[config.mk]
export PLATFORM = sky130hd
export DESIGN_NAME = psvp_cordic_stage
export DESIGN_NICKNAME = d
export VERILOG_FILES = /design/src/rtl/psvp_pkg.sv /design/src/rtl/psvp_cordic_stage.sv
export SDC_FILE = /design/constraint.sdc
export NUM_CORES = 1
export LEC_CHECK = 0
export ABC_AREA = 0
export BUFFER_PORTS_ARGS = -buffer_cell sky130_fd_sc_hd__buf_2
export CAP_MARGIN = 0
export CORE_MARGIN = 5
export CORE_UTILIZATION = 54
export CTS_CLUSTER_DIAMETER = 120
export DETAILED_ROUTE_END_ITERATION = 10
export PLACE_DENSITY = 0.86
export SLEW_MARGIN = 15
export SYNTH_ARGS = -nofsm -noshare
export SYNTH_HDL_FRONTEND = slang
export SYNTH_SLANG_ARGS = --single-unit
export TNS_END_PERCENT = 1
[constraint.sdc]
create_clock -name clk -period 5.43 [get_ports clk]
set_input_delay 1.086 -clock clk [delete_from_list [all_inputs] [get_ports clk]]
set_output_delay 1.086 -clock clk [all_outputs]
set_load 0.02 [all_outputs]
[src/rtl/psvp_pkg.sv]
`timescale 1ns / 1ps
package psvp_pkg;

  localparam int XY_W    = 34;
  localparam int Z_W     = 34;
  localparam int ACC_W   = 46;
  localparam int COORD_W = 40;
  localparam int HALF_W  = 20;
  localparam int DIR_W   = 32;
  localparam int VIS_W   = 32;
  localparam int RND_W   = 28;
  localparam int SUM_W   = 34;
  localparam int ADDR_W  = 4;
  localparam int DATA_W  = 32;
  localparam int ANG_W   = 32;

  localparam logic signed [XY_W-1:0]  GAIN_Q30    = 34'sd652032874;
  localparam logic signed [XY_W-1:0]  ROUND_BIAS  = 34'sd32;
  localparam int                      ROUND_SHIFT = 6;
  localparam logic signed [SUM_W-1:0] VIS_MAX     = 34'sd2147483647;
  localparam logic signed [SUM_W-1:0] VIS_MIN     = -34'sd2147483648;

  typedef enum logic [1:0] {
    REG_DIR_L = 2'd0,
    REG_DIR_M = 2'd1,
    REG_DIR_N = 2'd2
  } reg_idx_t;

  typedef struct packed {
    logic [VIS_W-1:0] vis_re;
    logic [VIS_W-1:0] vis_im;
    logic             last;
    logic             flip;
  } side_t;

  function automatic logic [ANG_W-1:0] atan_turn(input logic [4:0] idx);
    logic [ANG_W-1:0] r;
    case (idx)
      5'd0:    r = 32'h20000000;
      5'd1:    r = 32'h12E4051E;
      5'd2:    r = 32'h09FB385B;
      5'd3:    r = 32'h051111D4;
      5'd4:    r = 32'h028B0D43;
      5'd5:    r = 32'h0145D7E1;
      5'd6:    r = 32'h00A2F61E;
      5'd7:    r = 32'h00517C55;
      5'd8:    r = 32'h0028BE53;
      5'd9:    r = 32'h00145F2F;
      5'd10:   r = 32'h000A2F98;
      5'd11:   r = 32'h000517CC;
      5'd12:   r = 32'h00028BE6;
      5'd13:   r = 32'h000145F3;
      5'd14:   r = 32'h0000A2FA;
      5'd15:   r = 32'h0000517D;
      5'd16:   r = 32'h000028BE;
      5'd17:   r = 32'h0000145F;
      5'd18:   r = 32'h00000A30;
      5'd19:   r = 32'h00000518;
      5'd20:   r = 32'h0000028C;
      5'd21:   r = 32'h00000146;
      5'd22:   r = 32'h000000A3;
      5'd23:   r = 32'h00000051;
      5'd24:   r = 32'h00000029;
      5'd25:   r = 32'h00000014;
      5'd26:   r = 32'h0000000A;
      5'd27:   r = 32'h00000005;
      5'd28:   r = 32'h00000003;
      5'd29:   r = 32'h00000001;
      5'd30:   r = 32'h00000001;
      default: r = 32'h00000000;
    endcase
    return r;
  endfunction

endpackage

[src/rtl/psvp_cordic_stage.sv]
`timescale 1ns / 1ps
module psvp_cordic_stage #(
  parameter int SHIFT = 0
) (
  input  logic                      clk,
  input  logic                      rst,
  input  logic                      valid_in,
  input  logic [psvp_pkg::XY_W-1:0] x_in,
  input  logic [psvp_pkg::XY_W-1:0] y_in,
  input  logic [psvp_pkg::Z_W-1:0]  z_in,
  input  psvp_pkg::side_t           side_in,
  output logic                      valid_out,
  output logic [psvp_pkg::XY_W-1:0] x_out,
  output logic [psvp_pkg::XY_W-1:0] y_out,
  output logic [psvp_pkg::Z_W-1:0]  z_out,
  output psvp_pkg::side_t           side_out
);
  import psvp_pkg::*;

  logic signed [XY_W-1:0] dx, dy;
  logic signed [Z_W-1:0]  da;
  logic [XY_W-1:0]        x_next, y_next;
  logic [Z_W-1:0]         z_next;

  always_comb begin
    dx = $signed(y_in) >>> SHIFT;
    dy = $signed(x_in) >>> SHIFT;
    da = $signed({{(Z_W-ANG_W){1'b0}}, atan_turn(5'(SHIFT))});
    if (!z_in[Z_W-1]) begin
      x_next = x_in - dx;
      y_next = y_in + dy;
      z_next = z_in - da;
    end else begin
      x_next = x_in + dx;
      y_next = y_in - dy;
      z_next = z_in + da;
    end
  end

  always_ff @(posedge clk) begin
    x_out    <= x_next;
    y_out    <= y_next;
    z_out    <= z_next;
    side_out <= side_in;
  end

  always_ff @(posedge clk) begin
    if (rst) begin
      valid_out <= 1'b0;
    end else begin
      valid_out <= valid_in;
    end
  end

endmodule

======== Yosys cells after proc, flatten, opt, wreduce, memory -nomap -nowiden ========
Index checks and enable logic that the tools add are counted.
storage, ports and cells
  flip-flop bits (word level) ............. 169
  word-level logic and storage cells ...... 16
cells by class
  add/subtract/negate cells ............... 5
  muxes and demuxes ....................... 3
operator list
  operator                                             count
  2-to-1 mux 34 bit                                    3
  subtractor 34 bit                                    2
  adder 34 x 30 -> 34 bit, second input constant       1
  adder 34 bit                                         1
  subtractor 34 x 30 -> 34 bit, second input constant  1

======== Depth between registers and ports, before layout ========
  depth in word-level cells ............... 2
  mapped depth ............................ 12
  gate-level depth less buffers ........... 12

======== Worst setup path after synthesis ========
No wires, ideal clock.
  path kind ............................... input port to flip-flop
  start ................................... in x_in[15] (netlist name)
  end ..................................... reg x_out[21] (netlist name)
  arrival ................................. 3297 ps
  required time ........................... 5300 ps
  path slack .............................. 2003 ps
  stages .................................. 11
  path through ............................ inv_1 > ha_1 > buf_4 > or4_4 > nor4_4 > o21ai_1 > a211oi_1 > o21ai_0 > a21o_1 > a31oi_1 > xnor2_1
on the way
  word-level cells in the longest chain between the ends .. 2
ends and longest elaborated chain
  what                                               line                                              source
  from (decl)                                        psvp_cordic_stage.sv:8                            input logic [psvp_pkg::XY_W-1:0] x_in,
  subtractor 34 bit or adder 34 bit (tied branches)  psvp_cordic_stage.sv:30, psvp_cordic_stage.sv:34
  2-to-1 mux 34 bit *                                psvp_cordic_stage.sv:29                           if (!z_in[Z_W-1]) begin
  via x_next[21]                                     psvp_cordic_stage.sv:22                           logic [XY_W-1:0] x_next, y_next;
  to (signal assigned)                               psvp_cordic_stage.sv:41                           x_out <= x_next;
  to (decl)                                          psvp_cordic_stage.sv:13                           output logic [psvp_pkg::XY_W-1:0] x_out,
The timed path passes the listed nets; every way through them passes the cells marked *.
A chain may end at the register's enable or synchronous reset.

======== Final worst setup path ========
  start ................................... in x_in[13] (netlist name)
  end ..................................... reg y_out[28] (netlist name)
on the way
  word-level cells in the longest chain between the ends .. 2
ends and longest elaborated chain
  what                                               line                                              source
  adder 34 bit or subtractor 34 bit (tied branches)  psvp_cordic_stage.sv:31, psvp_cordic_stage.sv:35
  2-to-1 mux 34 bit *                                psvp_cordic_stage.sv:29
  via y_next[28]                                     psvp_cordic_stage.sv:22
  to (signal assigned)                               psvp_cordic_stage.sv:42                           y_out <= y_next;
  to (decl)                                          psvp_cordic_stage.sv:14                           output logic [psvp_pkg::XY_W-1:0] y_out,
Marked as above.

==> impl_metrics.yaml <==
run_status:
  outcome: "finished, final reports clean"
sta:
  slew_headroom_pct: 43.7
  fin_setup_tns_ns: 0
  hold_ws_ns: 0.750
  rsz0062_at_grt: "no"
  worst_slew_pin_slew_ns: 0.837
  max_freq_mhz: 256
  fin_crit_sh_pct: 72.1
  finalSetupViolCount: 0
  maxSlewViolCount: 0
  min_period_ns: 3.91
  hold_violations: 0
  fin_ws_ns: 1.52
worst_setup_path:
  worstPathCellList: "buf_2, inv_1, ha_1, nand2b_1, a221oi_2, or4_4, a211o_1, a21oi_4, o21ai_0, a21oi_1, o21ai_0, a311oi_1"
  crit_type: "input pin to flop"
  critPathLaunch: "x_in[13]"
  crit_buf_inv: 2
  critPathArrivalTime_ns: 4.22
  cp_slowest_cell: "ha_1"
  worstSetupEndpoint: "y_out[28]"
  critical_path_depth: 12
  end_kind: "flop"
  crit_path_start_kind: "input pin"
  cp_max_fo: 18
  cpLargestDelayFamily: "compound AO/OA/AOI/OAI gates"
  cp.required_ns: 5.74
  crit_top_cell: "o21ai_0"
  slowest_delay_ns: 0.63
clocking:
  clkTransAtPathRegs_ns: 0.07
  holdBufCountCts: 0
  postCtsSetupBuffers: 0
  clk_path_buf_depth: 2
  htree_levels: 4
  cts_root_buf: "clkbuf_16"
  cts_buffers: 17
  cts_tree: "done"
  clkSinkCount: 168
  cts_resized: 0
synthesis:
  syn_nets: 1367
  synthCells: 1089
  synth_most_common_cell: "dfxtp_1"
  synthTopCellsByArea: "dfxtp_1, ha_1, a21oi_1"
  synth_common_cells: "dfxtp_1, a21oi_1, inv_1"
  ys_ff_latch: 168
  synthDistinctLibCells: 69
  ys.flop_type: "dfxtp_1"
  yosys_warnings: 0
  yosysTopAreaCell: "dfxtp_1"
  syn_avg_cell_area_sq_um: 8.63
  netlist_area_sq_mm: 0.00939
  synthArstFlopShare_pct: 0
  synth-edff-count: 0
  synthDominantCellAreaShare_pct: 35.8
  ys_seq_area_share_pct: 35.8
placed_design:
  dp.cells: 1608
  pre_cts_ws_ns: 1.10
  place_hpwl_um: 25500
  port-buffer-count: 339
  routabilityCongestion: 1.02
  dpl-instance-area_sq_mm: 0.0112
global_routing:
  track_usage_pct: 29.9
  grt_pass1_wl_um: 48100
  grt_pass1_vias: 9113
  grt_max_degree: 80
  antenna_found_initial: 3
  grt_overflow: 0
power:
  p_per_area_mw_per_mm2: 326
  finalPower_mw: 3.84
  ir_drop_mv: 0.220
  leakage_nw: 5.69
floorplan:
  die_area_sq_mm: 0.0201
  ios: 340
  rows: 48
  dieWidth_um: 142
  coreArea_sq_mm: 0.0172
  die_y_um: 142
  start_util_pct: 54.7
drt:
  vias: 9493
  drtPass1Iterations: 6
  ant_nets: 0
  drt-initial-drc-count: 1154
  totalWireLength_um: 31800
  wl_per_cell_um: 19.3
  drc: 0
  routed_via_density: 5.77
layout:
  finish.utilization_pct: 68.6
  final_nets: 1680
  fill_cells: 1410
  final_cell_area_sq_mm: 0.0118
  drive_above_1_share_pct: 27.8
  final_cell_count_no_fill: 1644
  area_delta_synth_final_pct: 25.5
worst_hold_path:
  hold_path.class: "input pin to flop"
flow_run:
  drv_cap: 0
-- logic make-up after synthesis --
group,after synthesis,synth area share [%]
multiplexers,11,1.17
buffers and inverters,158,6.57
adder cells (fa/ha/maj),107,14.6
flip-flops,168,35.8
AND/OR/NAND/NOR,222,11.8
AO/OA/AOI/OAI,357,23.9
XOR/XNOR,66,6.15
-- worst min-delay path by stage --
stage                            from            to  depth (start not counted)
after floorplan            side_in[0]   side_out[0]                          0
after global placement    side_in[29]  side_out[29]                          1
after detailed placement  side_in[43]  side_out[43]                          1
after CTS                 side_in[29]  side_out[29]                          1
after global routing          z_in[3]      z_out[3]                          1
final                        z_in[15]     z_out[15]                          1
-- routing by layer --
metal  up-vias  wire (um)  track usage (%)
met3       116       2810             6.30
met2       571      15800             52.3
met5         -          0                0
li1       4409          -                -
met1      4397      11600             34.8
met4         0       1530             14.1
-- where the power goes --
part           internal, mW  leakage [nW]  switching [mW]
clock                 0.627         0.283           0.580
sequential             1.40          1.42          0.0491
combinational         0.419          3.99           0.771
-- layout by cell type (no fill, tap or decap), types with 10 or more instances in the layout --
master     instances
nand2b_1          11
nand2_1           31
mux2i_1           11
nor2_1            76
nor2b_1           15
o21ai_0           88
a211oi_1          18
a21oi_1          117
nand3_1           16
buf_2            339
a21o_1            18
o21bai_1          27
nor3_1            26
xnor2_1           57
clkbuf_16         17
dfxtp_1          168
o211ai_1          16
ha_1             103
nand4_1           10
inv_1            104
-- area by class of cell --
class | count | area [sq um] | share of cell area (%)
Inverter | 110 | 413 | 3.50
Timing Repair Buffer | 342 | 1720 | 14.6
Multi-Input combinational cell | 763 | 5410 | 45.9
Tap cell | 225 | 282 | 2.39
Sequential cell | 168 | 3360 | 28.5
Clock buffer | 18 | 439 | 3.73
Antenna cell | 4 | 10.0 | 0.0849
Clock inverter | 14 | 148 | 1.25
-- sequential cells by signal, summed over array words and instances, names as in the netlist --
signal / flops
side_out: 66
valid_out: 1
x_out: 33
y_out: 34
z_out: 34
Note: power is estimated with default switching activity, not from simulation.
