`config.mk`:
```
export PLATFORM = sky130hd
export DESIGN_NAME = psvp_out
export DESIGN_NICKNAME = d
export VERILOG_FILES = /design/src/rtl/psvp_pkg.sv /design/src/rtl/psvp_out.sv
export SDC_FILE = /design/constraint.sdc
export NUM_CORES = 1
export LEC_CHECK = 0
export ABC_AREA = 1
export BUFFER_PORTS_ARGS = -buffer_cell sky130_fd_sc_hd__buf_2
export CAP_MARGIN = 10
export CORE_ASPECT_RATIO = 2
export CORE_UTILIZATION = 39
export DETAILED_ROUTE_END_ITERATION = 6
export SLEW_MARGIN = 10
export SYNTH_ARGS = -nofsm -noshare
export SYNTH_HDL_FRONTEND = slang
export SYNTH_SLANG_ARGS = --single-unit
```
`constraint.sdc`:
```
create_clock -name clk -period 5.35 [get_ports clk]
set_clock_uncertainty 0.15 [all_clocks]
set_input_delay 1.07 -clock clk [delete_from_list [all_inputs] [get_ports clk]]
set_output_delay 1.07 -clock clk [all_outputs]
set_load 0.02 [all_outputs]
```
`src/rtl/psvp_pkg.sv`:
```
`timescale 1ns / 1ps
package psvp_pkg;

  localparam int XY_W    = 34;
  localparam int Z_W     = 34;
  localparam int ACC_W   = 46;
  localparam int COORD_W = 40;
  localparam int HALF_W  = 20;
  localparam int DIR_W   = 32;
  localparam int VIS_W   = 32;
  localparam int RND_W   = 28;
  localparam int SUM_W   = 34;
  localparam int ADDR_W  = 4;
  localparam int DATA_W  = 32;
  localparam int ANG_W   = 32;

  localparam logic signed [XY_W-1:0]  GAIN_Q30    = 34'sd652032874;
  localparam logic signed [XY_W-1:0]  ROUND_BIAS  = 34'sd32;
  localparam int                      ROUND_SHIFT = 6;
  localparam logic signed [SUM_W-1:0] VIS_MAX     = 34'sd2147483647;
  localparam logic signed [SUM_W-1:0] VIS_MIN     = -34'sd2147483648;

  typedef enum logic [1:0] {
    REG_DIR_L = 2'd0,
    REG_DIR_M = 2'd1,
    REG_DIR_N = 2'd2
  } reg_idx_t;

  typedef struct packed {
    logic [VIS_W-1:0] vis_re;
    logic [VIS_W-1:0] vis_im;
    logic             last;
    logic             flip;
  } side_t;

  function automatic logic [ANG_W-1:0] atan_turn(input logic [4:0] idx);
    logic [ANG_W-1:0] r;
    case (idx)
      5'd0:    r = 32'h20000000;
      5'd1:    r = 32'h12E4051E;
      5'd2:    r = 32'h09FB385B;
      5'd3:    r = 32'h051111D4;
      5'd4:    r = 32'h028B0D43;
      5'd5:    r = 32'h0145D7E1;
      5'd6:    r = 32'h00A2F61E;
      5'd7:    r = 32'h00517C55;
      5'd8:    r = 32'h0028BE53;
      5'd9:    r = 32'h00145F2F;
      5'd10:   r = 32'h000A2F98;
      5'd11:   r = 32'h000517CC;
      5'd12:   r = 32'h00028BE6;
      5'd13:   r = 32'h000145F3;
      5'd14:   r = 32'h0000A2FA;
      5'd15:   r = 32'h0000517D;
      5'd16:   r = 32'h000028BE;
      5'd17:   r = 32'h0000145F;
      5'd18:   r = 32'h00000A30;
      5'd19:   r = 32'h00000518;
      5'd20:   r = 32'h0000028C;
      5'd21:   r = 32'h00000146;
      5'd22:   r = 32'h000000A3;
      5'd23:   r = 32'h00000051;
      5'd24:   r = 32'h00000029;
      5'd25:   r = 32'h00000014;
      5'd26:   r = 32'h0000000A;
      5'd27:   r = 32'h00000005;
      5'd28:   r = 32'h00000003;
      5'd29:   r = 32'h00000001;
      5'd30:   r = 32'h00000001;
      default: r = 32'h00000000;
    endcase
    return r;
  endfunction

endpackage

```
`src/rtl/psvp_out.sv`:
```
`timescale 1ns / 1ps
module psvp_out (
  input  logic                       clk,
  input  logic                       rst,
  input  logic                       valid_in,
  input  logic [psvp_pkg::XY_W-1:0]  x_in,
  input  logic [psvp_pkg::XY_W-1:0]  y_in,
  input  psvp_pkg::side_t            side_in,
  output logic                       done,
  output logic [psvp_pkg::VIS_W-1:0] vis_out_re,
  output logic [psvp_pkg::VIS_W-1:0] vis_out_im,
  output logic                       saturated,
  output logic                       last_out
);
  import psvp_pkg::*;

  logic signed [XY_W-1:0]  xn, yn, xr, yr;
  logic [RND_W-1:0]        cos_q, sin_q;
  side_t                   side_a;
  logic                    valid_a;
  logic signed [SUM_W-1:0] sum_re, sum_im;
  logic [VIS_W-1:0]        re_next, im_next;
  logic                    clip_re, clip_im;

  always_comb begin
    xn = side_in.flip ? -$signed(x_in) : $signed(x_in);
    yn = side_in.flip ? -$signed(y_in) : $signed(y_in);
    xr = (xn + ROUND_BIAS) >>> ROUND_SHIFT;
    yr = (yn + ROUND_BIAS) >>> ROUND_SHIFT;
  end

  always_ff @(posedge clk) begin
    cos_q  <= xr[RND_W-1:0];
    sin_q  <= yr[RND_W-1:0];
    side_a <= side_in;
  end

  always_comb begin
    sum_re  = SUM_W'($signed(side_a.vis_re)) + SUM_W'($signed(cos_q));
    sum_im  = SUM_W'($signed(side_a.vis_im)) - SUM_W'($signed(sin_q));
    clip_re = (sum_re > VIS_MAX) || (sum_re < VIS_MIN);
    clip_im = (sum_im > VIS_MAX) || (sum_im < VIS_MIN);
    if (sum_re > VIS_MAX) begin
      re_next = VIS_MAX[VIS_W-1:0];
    end else if (sum_re < VIS_MIN) begin
      re_next = VIS_MIN[VIS_W-1:0];
    end else begin
      re_next = sum_re[VIS_W-1:0];
    end
    if (sum_im > VIS_MAX) begin
      im_next = VIS_MAX[VIS_W-1:0];
    end else if (sum_im < VIS_MIN) begin
      im_next = VIS_MIN[VIS_W-1:0];
    end else begin
      im_next = sum_im[VIS_W-1:0];
    end
  end

  always_ff @(posedge clk) begin
    vis_out_re <= re_next;
    vis_out_im <= im_next;
    saturated  <= clip_re | clip_im;
    last_out   <= side_a.last;
  end

  always_ff @(posedge clk) begin
    if (rst) begin
      valid_a <= 1'b0;
      done    <= 1'b0;
    end else begin
      valid_a <= valid_in;
      done    <= valid_a;
    end
  end

endmodule

```
Yosys cells after proc, flatten, opt, wreduce, memory -nomap -nowiden
Index checks and enable logic that the tools add are counted.
W data, S select, Z words.
- $add $sub $neg: 6
- $mul: 0
- div/mod/pow operators: 0
- $lt $le $gt $ge: 4
- equal/unequal tests: 0
- shifts and indexed selects: 0
- muxes and demuxes: 4
- bitwise operators: 1
- reductions and logical operators: 2
- operators with widths (kind ; number):
    $add A34 B7 Y34 const B ; 2
    $mux W34 ; 2
    $neg A34 Y34 ; 2
    $gt A33 B32 Y1 const B ; 2
    $lt A33 B32 Y1 const B ; 2
    $mux W32 ; 2
    $add A32 B28 Y33 ; 1
    $sub A32 B28 Y33 ; 1
    $logic_or A1 B1 Y1 ; 2
    $or A1 B1 Y1 ; 1
- bits in registers: 189
- bits in latches: 0
- memory bits (writable): 0
- bits in read-only memories: 0
- bits of input ports: 137
- word-level logic and storage cells: 28
- memories kept: 0

Depth between registers and ports, before layout
Gate-level depths: netlist (run 1).
- depth after elaboration: 4
- gate-level depth with buffers: 22
- depth with buffers taken out: 21

Worst setup path before layout (run 1)
Ideal clock, no wire load.
- path kind: input-to-reg
- start: in y_in[1] (netlist name)
- end: reg sin_q[15]
- data arrival time: 2.631 ns
- setup slack: 2.449 ns
- cell stages on the path: 11
- path buffers: 0
- cells stage by stage: nor2_2 > nand4_4 > nor2_4 > nor2_1 > xor2_1 > nand2_1 > nor2_2 > inv_1 > nor2_2 > nand3_1 > xor2_1
- longest elaborated chain between the ends: 3
- ends and longest elaborated chain (item ; RTL line ; text):
    from (decl) ; psvp_out.sv:7 ; input logic [psvp_pkg::XY_W-1:0] y_in,
    $neg A34 Y34 ; psvp_out.sv:27 ; yn = side_in.flip ? -$signed(y_in) : $signed(y_in);
    $mux W34 * ; psvp_out.sv:27 ;
    $add A34 B7 Y34 * ; psvp_out.sv:29 ; yr = (yn + ROUND_BIAS) >>> ROUND_SHIFT;
    net yr[15] ; psvp_out.sv:17 ; logic signed [XY_W-1:0] xn, yn, xr, yr;
    to (signal assigned) ; psvp_out.sv:34 ; sin_q <= yr[RND_W-1:0];
    to (decl) ; psvp_out.sv:18 ; logic [RND_W-1:0] cos_q, sin_q;
Mark *: on every way through the listed nets, which the timed path passes. The rest lies on a longest branch.
A chain may end at the register's enable or synchronous reset.

Worst setup path in the final report (run 1)
- start: in side_in[0] (netlist name)
- end: reg cos_q[16]
- longest elaborated chain between the ends: 2
- ends and longest elaborated chain (item ; RTL line ; text):
    from (decl) ; psvp_out.sv:8 ; input psvp_pkg::side_t side_in,
    $mux W34 ; psvp_out.sv:26 ; xn = side_in.flip ? -$signed(x_in) : $signed(x_in);
    $add A34 B7 Y34 ; psvp_out.sv:28 ; xr = (xn + ROUND_BIAS) >>> ROUND_SHIFT;
    net xr[16] ; psvp_out.sv:17 ;
    to (signal assigned) ; psvp_out.sv:33 ; cos_q <= xr[RND_W-1:0];
    to (decl) ; psvp_out.sv:18 ;
The timed path passes the listed nets, and every way through them passes these cells.

==> metrics.txt, run 1 <==
die height=256.7 um; cts bufs inserted=17; worst-path fanout max=34; vias after detailed routing=12992; DRC Markers=0; Main synth FF type=dfxtp_1; Row Count=92; worst path cell trace=buf_2 > inv_1 > nor2_1 > nand2_1 > nand2_1 > nand2_1 > nor2_4 > nand3_2 > nor2_4 > nand2_2 > nor2_2 > nand3_1 > nand2_1 > inv_1; async set-or-reset flop fraction in the synthesized netlist=0; Clock Sinks=between 150 and 200; fin crit share=0.7143; drt wl/cell=roughly 17 um; total global routing overflow=0; status=complete, no violations; total iterations of the first detailed-routing run=6; Crit path largest cell delay=around 0.5 ns; most frequent cells in the layout=644 x nand2_1, 271 x inv_1, 203 x buf_2; Crit Path Category=input pin to flop; setup tns final=0 ns; DR iter-0 viols=460; clk slew on worst S/H paths=around 0.080 ns; Max Cap Violations=0; unrepaired setup endpoints after global routing=false; Clock Tree Buf Depth=2; die area=0.03319 mm2; most common cell after layout, fill and taps aside=nand2_1; startpoint types=input pin; Critical Path End Type=flop; I/O pins=a little over 200; critical path data arrival time=4.03 ns; Hold Buf Count CTS=0; peak supply drop=0.2592 mV; worst hold path class=flop to flop; initial core utilization=0.3995; Crit path max-delay family=simple AND/OR/NAND/NOR gates; CP Buf/Inv Count=3; Post-Syn Instances=just under 2000; IO buf count=203; Seq/Total Area, Yosys=0.2992; Yosys Warn Count=0; Max Slew Vio Count=0; htree depth=4; f_max=261.7 MHz; Die W=about 130 um; CP Data Required Time=about 5.6 ns; P&R area growth vs syn=15.93%; max-slew headroom at the worst pin=0.3014; initial antenna violation count=6; Post-Syn Nets=about 2200; hpwl dp=around 39000 um; final net count=roughly 2400; total track usage=0.2869; Post-Place Cells=around 2600; pwr dens=343.8 mW/mm2; Via density=roughly 5.0; Pleak=7.675 nW; Netlist cell types=40; CP max stage cell=buf_2; Yosys reg bits=~190; CTS tree=built; share of cells above drive strength 1=0.1634; WL final=about 45000 um; post-cts sizing count=0; gpl congestion=0.9367; largest net degree at the start of global routing=35; Core Util, Final=0.4631; root buf cell=clkbuf_16; number of synthesized flops with an enable pin=0; global-route wire length before repair=~70000 um; vias in the first global route=13433; Synth Cell Area=between 0.01 and 0.015 mm2; number of setup violations in the final report=0; core footprint=roughly 0.032 mm2; setup bufs post-CTS=0; clk_lat worst skew=0.46 ns; dpl ws=1.139 ns; Mapped Avg Cell Area=6.445 um2; Final Non-Filler Cells=roughly 2600; Worst-Margin Slew=between 1 and 1.5 ns; Period minus WS final=around 3.8 ns; multi-input gate area in the final layout=roughly 0.0076 mm2; final setup margin=approximately 1.5 ns; cell mode on critical path=nand2_1; register area=between 0.003 and 0.004 mm2; Final Hold Fails=0; # fillers=~3400; Detail Route Antenna Nets=0
[registers in the layout, indices dropped and copies added (netlist names)]
register,count
cos_q,28
done,1
last_out,1
saturated,1
side_a,65
sin_q,28
valid_a,1
vis_out_im,32
vis_out_re,32
[layer usage]
metal	routed length, um	GRT usage	vias to the layer above	part of all wire
li1	-	-	6572	-
met1	13670	0.2194	5879	0.30
met2	25990	0.5845	367	0.57
met3	1469	0.04298	166	0.032
met4	4259	0.2487	8	0.094
met5	46	0	-	0.0010
[synthesized netlist by cell type, types with 3 or more instances]
library cell	number	share of area
nand2_1	644	0.19
inv_1	271	0.080
nor2_1	194	0.058
dfxtp_1	189	0.30
nand3_1	125	0.049
a21oi_1	66	0.026
ha_1	66	0.065
o21ai_0	57	0.023
xor2_1	49	0.034
nand2_2	46	0.023
nand4_1	45	0.022
xnor2_1	27	0.019
nand3b_1	26	0.015
nor2_2	20	0.0099
nor3_1	19	0.0075
inv_2	17	0.0050
xor2_2	11	0.014
buf_2	10	0.0040
nor4_1	8	0.0040
o211ai_1	8	0.0047
a211oi_1	6	0.0036
and2_1	6	0.0030
nand3_2	6	0.0047
nor2_4	6	0.0053
buf_6	5	0.0045
clkbuf_1	5	0.0015
nor3_2	5	0.0040
o21ai_1	4	0.0016
o21bai_1	3	0.0018
[stage by stage]
step	area, um2	total power [W]	hold WS, ns
4_1_cts	14660	0.005088	0.1867
3_3_place_gp	14080	0.003809	0.1597
3_5_place_dp	14080	0.003816	0.1675
6_report	14660	0.005041	0.1836
5_1_grt	14660	0.005367	0.1896
2_1_floorplan	12650	0.003134	0.1596
[worst register-to-register path, cell delays in order, from the launching register on]
cell     delay [ns]
dfxtp_1        0.40
ha_1           0.26
fa_1           0.41
inv_1          0.07
nand3_1        0.06
nand2_1        0.11
a21oi_1        0.12
o21ai_2        0.23
nand3_1        0.10
nand2_1        0.16
nand3_1        0.13
nand3_1        0.10
nand2_1        0.09
nand2_1        0.77
nand2_1        0.11
nor2_1         0.22
nand2_2        0.07
[power by group]
part	internal [W]	leakage (nW)	switching, W	total, W
clock	0.000642	0.283	0.000618	0.00126
sequential	0.00170	1.59	0.000104	0.00180
combinational	0.000625	5.80	0.00136	0.00198
total	0.00296	7.68	0.00208	0.00504
[logic make-up after synthesis]
logic type	share of synthesized area
adder cells (fa/ha/maj)	0.06847
AO/OA/AOI/OAI	0.06609
buffers and inverters	0.09597
flip-flops	0.2992
XOR/XNOR	0.06679
AND/OR/NAND/NOR	0.4035
[worst paths after layout]
| path | cells after the start | startpoint | endpoint | slack [ns] |
|---|---|---|---|---|
| worst max register to register | 16 | sin_q[0] | saturated | 1.68 |
| worst min-delay path | 0 | side_a[1] | last_out | 0.18 |
| worst min register to register | 0 | side_a[1] | last_out | 0.18 |
| worst max-delay path | 14 | side_in[0] | cos_q[16] | 1.53 |
[area by class of cell]
class,count,share of cell area
multi-input combinational,1463,0.5217
sequential,189,0.2581
inverter,289,0.07400
timing repair buffer,206,0.07084
tap,423,0.03610
clock buffer,21,0.03141
clock inverter,11,0.007510
antenna,2,0.0003414
No activity file was read; power rests on OpenSTA's default activity.
==> run 2, diff against run 1 <==
- clock period: 5.35 -> 4 ns (I/O delays scaled with it)
==> metrics.txt, run 2 (synthesis gave the netlist of run 1 again) <==
max reg flops=between 60 and 70; I/O pins=between 200 and 250; Top reg by flops=side_a; Max Slew Vio Count=0; Via density=4.980; f_max=300.7 MHz; worst hold path class=flop to flop; Clock Tree Buf Depth=2; unrepaired setup endpoints after global routing=false; register-to-register path setup slack=between 0.6 and 0.7 ns; CTS tree=built; multi-input gate area in the final layout=around 0.0076 mm2; clk_lat worst skew=about 0.46 ns; Die W=~130 um; Regs by FF count=side_a x65, vis_out_im x32, vis_out_re x32; Hold EP=last_out; total track usage=0.2749; most common cell after layout, fill and taps aside=nand2_1; peak supply drop=0.3346 mV; WL final=44180 um; setup bufs post-CTS=0; setup tns final=0 ns; Post-Place Cells=about 2600; gpl congestion=0.9541; Worst-Margin Slew=between 0.5 and 0.6 ns; vias after detailed routing=12994; pwr dens=463.9 mW/mm2; worst path cell trace=ha_1 > inv_1 > fa_1 > inv_1 > nand3_1 > nand2_2 > nand3_1 > nand3_1 > nand2_1 > nand2_1 > nand2_1 > nand2_1 > nand3_1 > nor2_1 > nand3_1 > nor2_1 > nor2_1 > nand2_4 > nand2_1; vias in the first global route=roughly 13000; Final Non-Filler Cells=about 2600; die area=~0.033 mm2; global-route wire length before repair=67280 um; fin crit share=0.8313; total global routing overflow=0; number of setup violations in the final report=0; CP Data Required Time=4.18 ns; Period minus WS final=approximately 3.3 ns; Critical Path End Type=flop; Final Hold Fails=0; drt wl/cell=16.93 um; # fillers=~3300; Pleak=7.724 nW; Row Count=92; Crit path max-delay family=simple AND/OR/NAND/NOR gates; Worst Hold Path Cells=0; final net count=approximately 2400; Crit path largest cell delay=just under 0.4 ns; htree depth=4; die height=around 260 um; DRC Markers=0; worst hold start=side_a[1]; worst-path fanout max=32; most frequent cells in the layout=644 x nand2_1, 271 x inv_1, 203 x buf_2; startpoint types=flop; Clock Sinks=between 150 and 200; largest net degree at the start of global routing=35; hpwl dp=around 38000 um; root buf cell=clkbuf_16; IO buf count=203; Max Cap Violations=0; clk slew on worst S/H paths=0.08 ns; reg2reg end=vis_out_re[0]; critical path data arrival time=3.51 ns; status=complete, no violations; R2R Path Start=cos_q[0]; CP max stage cell=nand2_4; total iterations of the first detailed-routing run=5; cts bufs inserted=17; P&R area growth vs syn=16.73%; Crit Path Category=flop to flop; Detail Route Antenna Nets=0; initial antenna violation count=7; Hold Buf Count CTS=0; register area=~0.0038 mm2; core footprint=roughly 0.032 mm2; post-cts sizing count=0; DR iter-0 viols=between 500 and 600; initial core utilization=0.3995; FF-to-FF path depth=19; CP Buf/Inv Count=2; max-slew headroom at the worst pin=0.6073; share of cells above drive strength 1=0.1662
[run 2: layer usage]
layer,track usage,up-vias,share of wire
met5,0,-,0.0015
met4,0.2327,10,0.088
met3,0.04027,161,0.034
met2,0.5617,369,0.58
met1,0.2118,5866,0.30
li1,-,6588,-
[run 2: area by class of cell]
cell class,instances,share of cell area
Timing Repair Buffer,211,0.07289
Tap cell,423,0.03585
Inverter,289,0.07349
Antenna cell,2,0.0003390
Clock inverter,14,0.01322
Multi-Input combinational cell,1463,0.5181
Clock buffer,18,0.02975
Sequential cell,189,0.2563
[run 2: worst reg2reg max path: stages (launching register included)]
cell     delay (ns)
dfxtp_1        0.32
ha_1           0.20
inv_1          0.07
fa_1           0.38
inv_1          0.14
nand3_1        0.12
nand2_2        0.11
nand3_1        0.13
nand3_1        0.27
nand2_1        0.14
nand2_1        0.11
nand2_1        0.05
nand2_1        0.07
nand3_1        0.08
nor2_1         0.09
nand3_1        0.09
nor2_1         0.12
nor2_1         0.07
nand2_4        0.39
nand2_1        0.11
[run 2: power breakdown]
group          total, W  internal (W)  switching [W]
Clock           0.00181      0.000973       0.000837
Sequential      0.00239       0.00227       0.000125
Combinational   0.00264      0.000839        0.00181
Total           0.00685       0.00408        0.00277
[run 2: how the worst max path moves through the flow]
stage | cells after the start | endpoint | slack (ns) | startpoint
6_report | 19 | vis_out_re[0] | 0.67 | cos_q[0]
5_1_grt | 18 | vis_out_re[0] | 0.45 | cos_q[0]
4_1_cts | 17 | vis_out_re[0] | 0.67 | side_a[34]
3_5_place_dp | 14 | cos_q[26] | 0.51 | x_in[11]
3_3_place_gp | 14 | cos_q[26] | 0.51 | x_in[3]
2_1_floorplan | 11 | sin_q[15] | 1.37 | y_in[1]
[run 2: through the flow]
stage	utilization	instance area [um2]	setup WS (ns)	power [W]	hold slack (ns)
6_report	0.4663	14760	0.6747	0.006848	0.1842
5_1_grt	0.4662	14760	0.4455	0.007288	0.2011
4_1_cts	0.4662	14760	0.6655	0.006910	0.1875
3_5_place_dp	0.4461	14120	0.5061	0.005073	0.1679
3_3_place_gp	0.4461	14120	0.5098	0.005060	0.1604
2_1_floorplan	-	12650	1.369	0.004192	0.1596
==> run 3, diff against run 2 <==
- clock period: 4 -> 2.7 ns (I/O delays scaled with it)
==> metrics.txt, run 3 (synthesis gave the netlist of run 1 again) <==
status=finished, violations left; failing checks=negative setup slack; IO buf count=just over 200; most frequent cells in the layout=594 x nand2_1, 334 x buf_4, 262 x inv_1; dpl ws=-0.3041 ns; Critical Path End Type=flop; max-slew headroom at the worst pin=0.7046; initial antenna violation count=7; Worst Hold Path Cells=1; Final Hold Fails=0; WL final=approximately 47000 um; unrepaired setup endpoints after global routing=true; P&R area growth vs syn=45.15%; Clock Tree Buf Depth=2; number of setup violations in the final report=32; die area=about 0.033 mm2; most common cell after layout, fill and taps aside=nand2_1; total track usage=0.2955; startpoint types=flop; Via density=4.818; die height=between 200 and 300 um; Clock Sinks=around 190; initial core utilization=0.3995; pwr dens=around 620 mW/mm2; FF-to-FF path depth=21; total iterations of the first detailed-routing run=6; cts bufs inserted=17; DR iter-0 viols=452; total global routing overflow=0; worst hold path class=input pin to flop; Regs by FF count=side_a x65, vis_out_im x32, vis_out_re x32; # fillers=around 3100; global-route wire length before repair=72900 um; gpl congestion=about 0.95; f_max=around 350 MHz; Worst-Margin Slew=0.4391 ns; setup tns final=-3.206 ns; Core Util, Final=0.5798; worst-path fanout max=7; largest net degree at the start of global routing=35; CTS tree=built; vias after detailed routing=14261; final setup margin=-0.1322 ns; share of cells above drive strength 1=0.3385; Crit Path Category=flop to flop; Period minus WS final=~2.8 ns; multi-input gate area in the final layout=between 0.008 and 0.009 mm2; CP Data Required Time=between 2 and 3 ns; Max Cap Violations=0; DRC Markers=0; Pleak=~9.6 nW; peak supply drop=~0.68 mV; Detail Route Antenna Nets=0; Top reg by flops=side_a; register area=approximately 0.0038 mm2; fin crit share=1.049; Max Slew Vio Count=0; vias in the first global route=about 15000; critical path data arrival time=between 3 and 4 ns; Die W=approximately 130 um; drt wl/cell=approximately 16 um; max reg flops=65; clk slew on worst S/H paths=roughly 0.080 ns; I/O pins=204; hpwl dp=slightly above 40000 um; final net count=2724; root buf cell=clkbuf_16; htree depth=4; Row Count=between 90 and 100; clk_lat worst skew=~0.46 ns; core footprint=0.03166 mm2
run 3: area by class of cell:
cell class / count / share of cell area
Clock inverter: 13 / 0.009202
Timing Repair Buffer: 559 / 0.2105
Antenna cell: 5 / 0.0006817
Sequential cell: 189 / 0.2068
Tap cell: 423 / 0.02883
Clock buffer: 19 / 0.02468
Inverter: 289 / 0.05924
Multi-Input combinational cell: 1463 / 0.4601
run 3: worst max-delay path, stage by stage, from the launching register on:
cell and delay (ns):
dfxtp_2 0.33, ha_4 0.16, buf_4 0.12, buf_4 0.14, nand3_1 0.10, nand3_2 0.14, nand2_4 0.11, nand2_4 0.10
nand2_2 0.09, nand2_2 0.09, nand2_1 0.10, nand2_1 0.07, nor2_2 0.12, nand3_1 0.10, nor2_2 0.14, nand3_1 0.09
nor2_1 0.12, nor2_2 0.06, nand2_4 0.08, buf_12 0.13, buf_12 0.12, nand2_2 0.05
run 3: routing by layer:
| metal | up-vias | global-route usage | share of wire |
|---|---|---|---|
| met2 | 372 | 0.5978 | 0.57 |
| met3 | 196 | 0.04131 | 0.031 |
| met1 | 6400 | 0.2266 | 0.30 |
| li1 | 7285 | - | - |
| met5 | - | 0 | 0.0011 |
| met4 | 8 | 0.2683 | 0.10 |
run 3: final timing paths:
check                            startpoint              to  slack [ns]
worst min-delay path            side_in[13]      side_a[13]        0.03
worst min register to register    side_a[1]        last_out        0.18
worst max register to register     cos_q[0]  vis_out_re[12]       -0.13
worst max-delay path               cos_q[0]  vis_out_re[12]       -0.13
run 3: stage by stage:
stage / cells / instance area, um2 / hold slack (ns) / power, W
floorplan: 1962 / 12650 / 0.1596 / 0.006210
CTS: 2949 / 17890 / 0.0001119 / 0.01134
global placement: 2892 / 16580 / 0.1605 / 0.008294
global route: 2957 / 18350 / 0.009777 / 0.01215
finish: 2960 / 18360 / 0.02827 / 0.01146
detailed placement: 2892 / 16580 / 0.1698 / 0.008321
run 3: repair_timing:
action,in CTS,in global routing
endpoints found under the setup margin,63,65
pin swaps,15,24
resized for setup,98,98
hold endpoints to repair,8,0
cloned,2,0
hold buffers,8,0
setup buffers,15,6
run 3: power breakdown:
group          internal (W)  switching (W)
Combinational       0.00219        0.00306
Sequential          0.00336       0.000202
Clock               0.00138        0.00126
Total               0.00694        0.00452
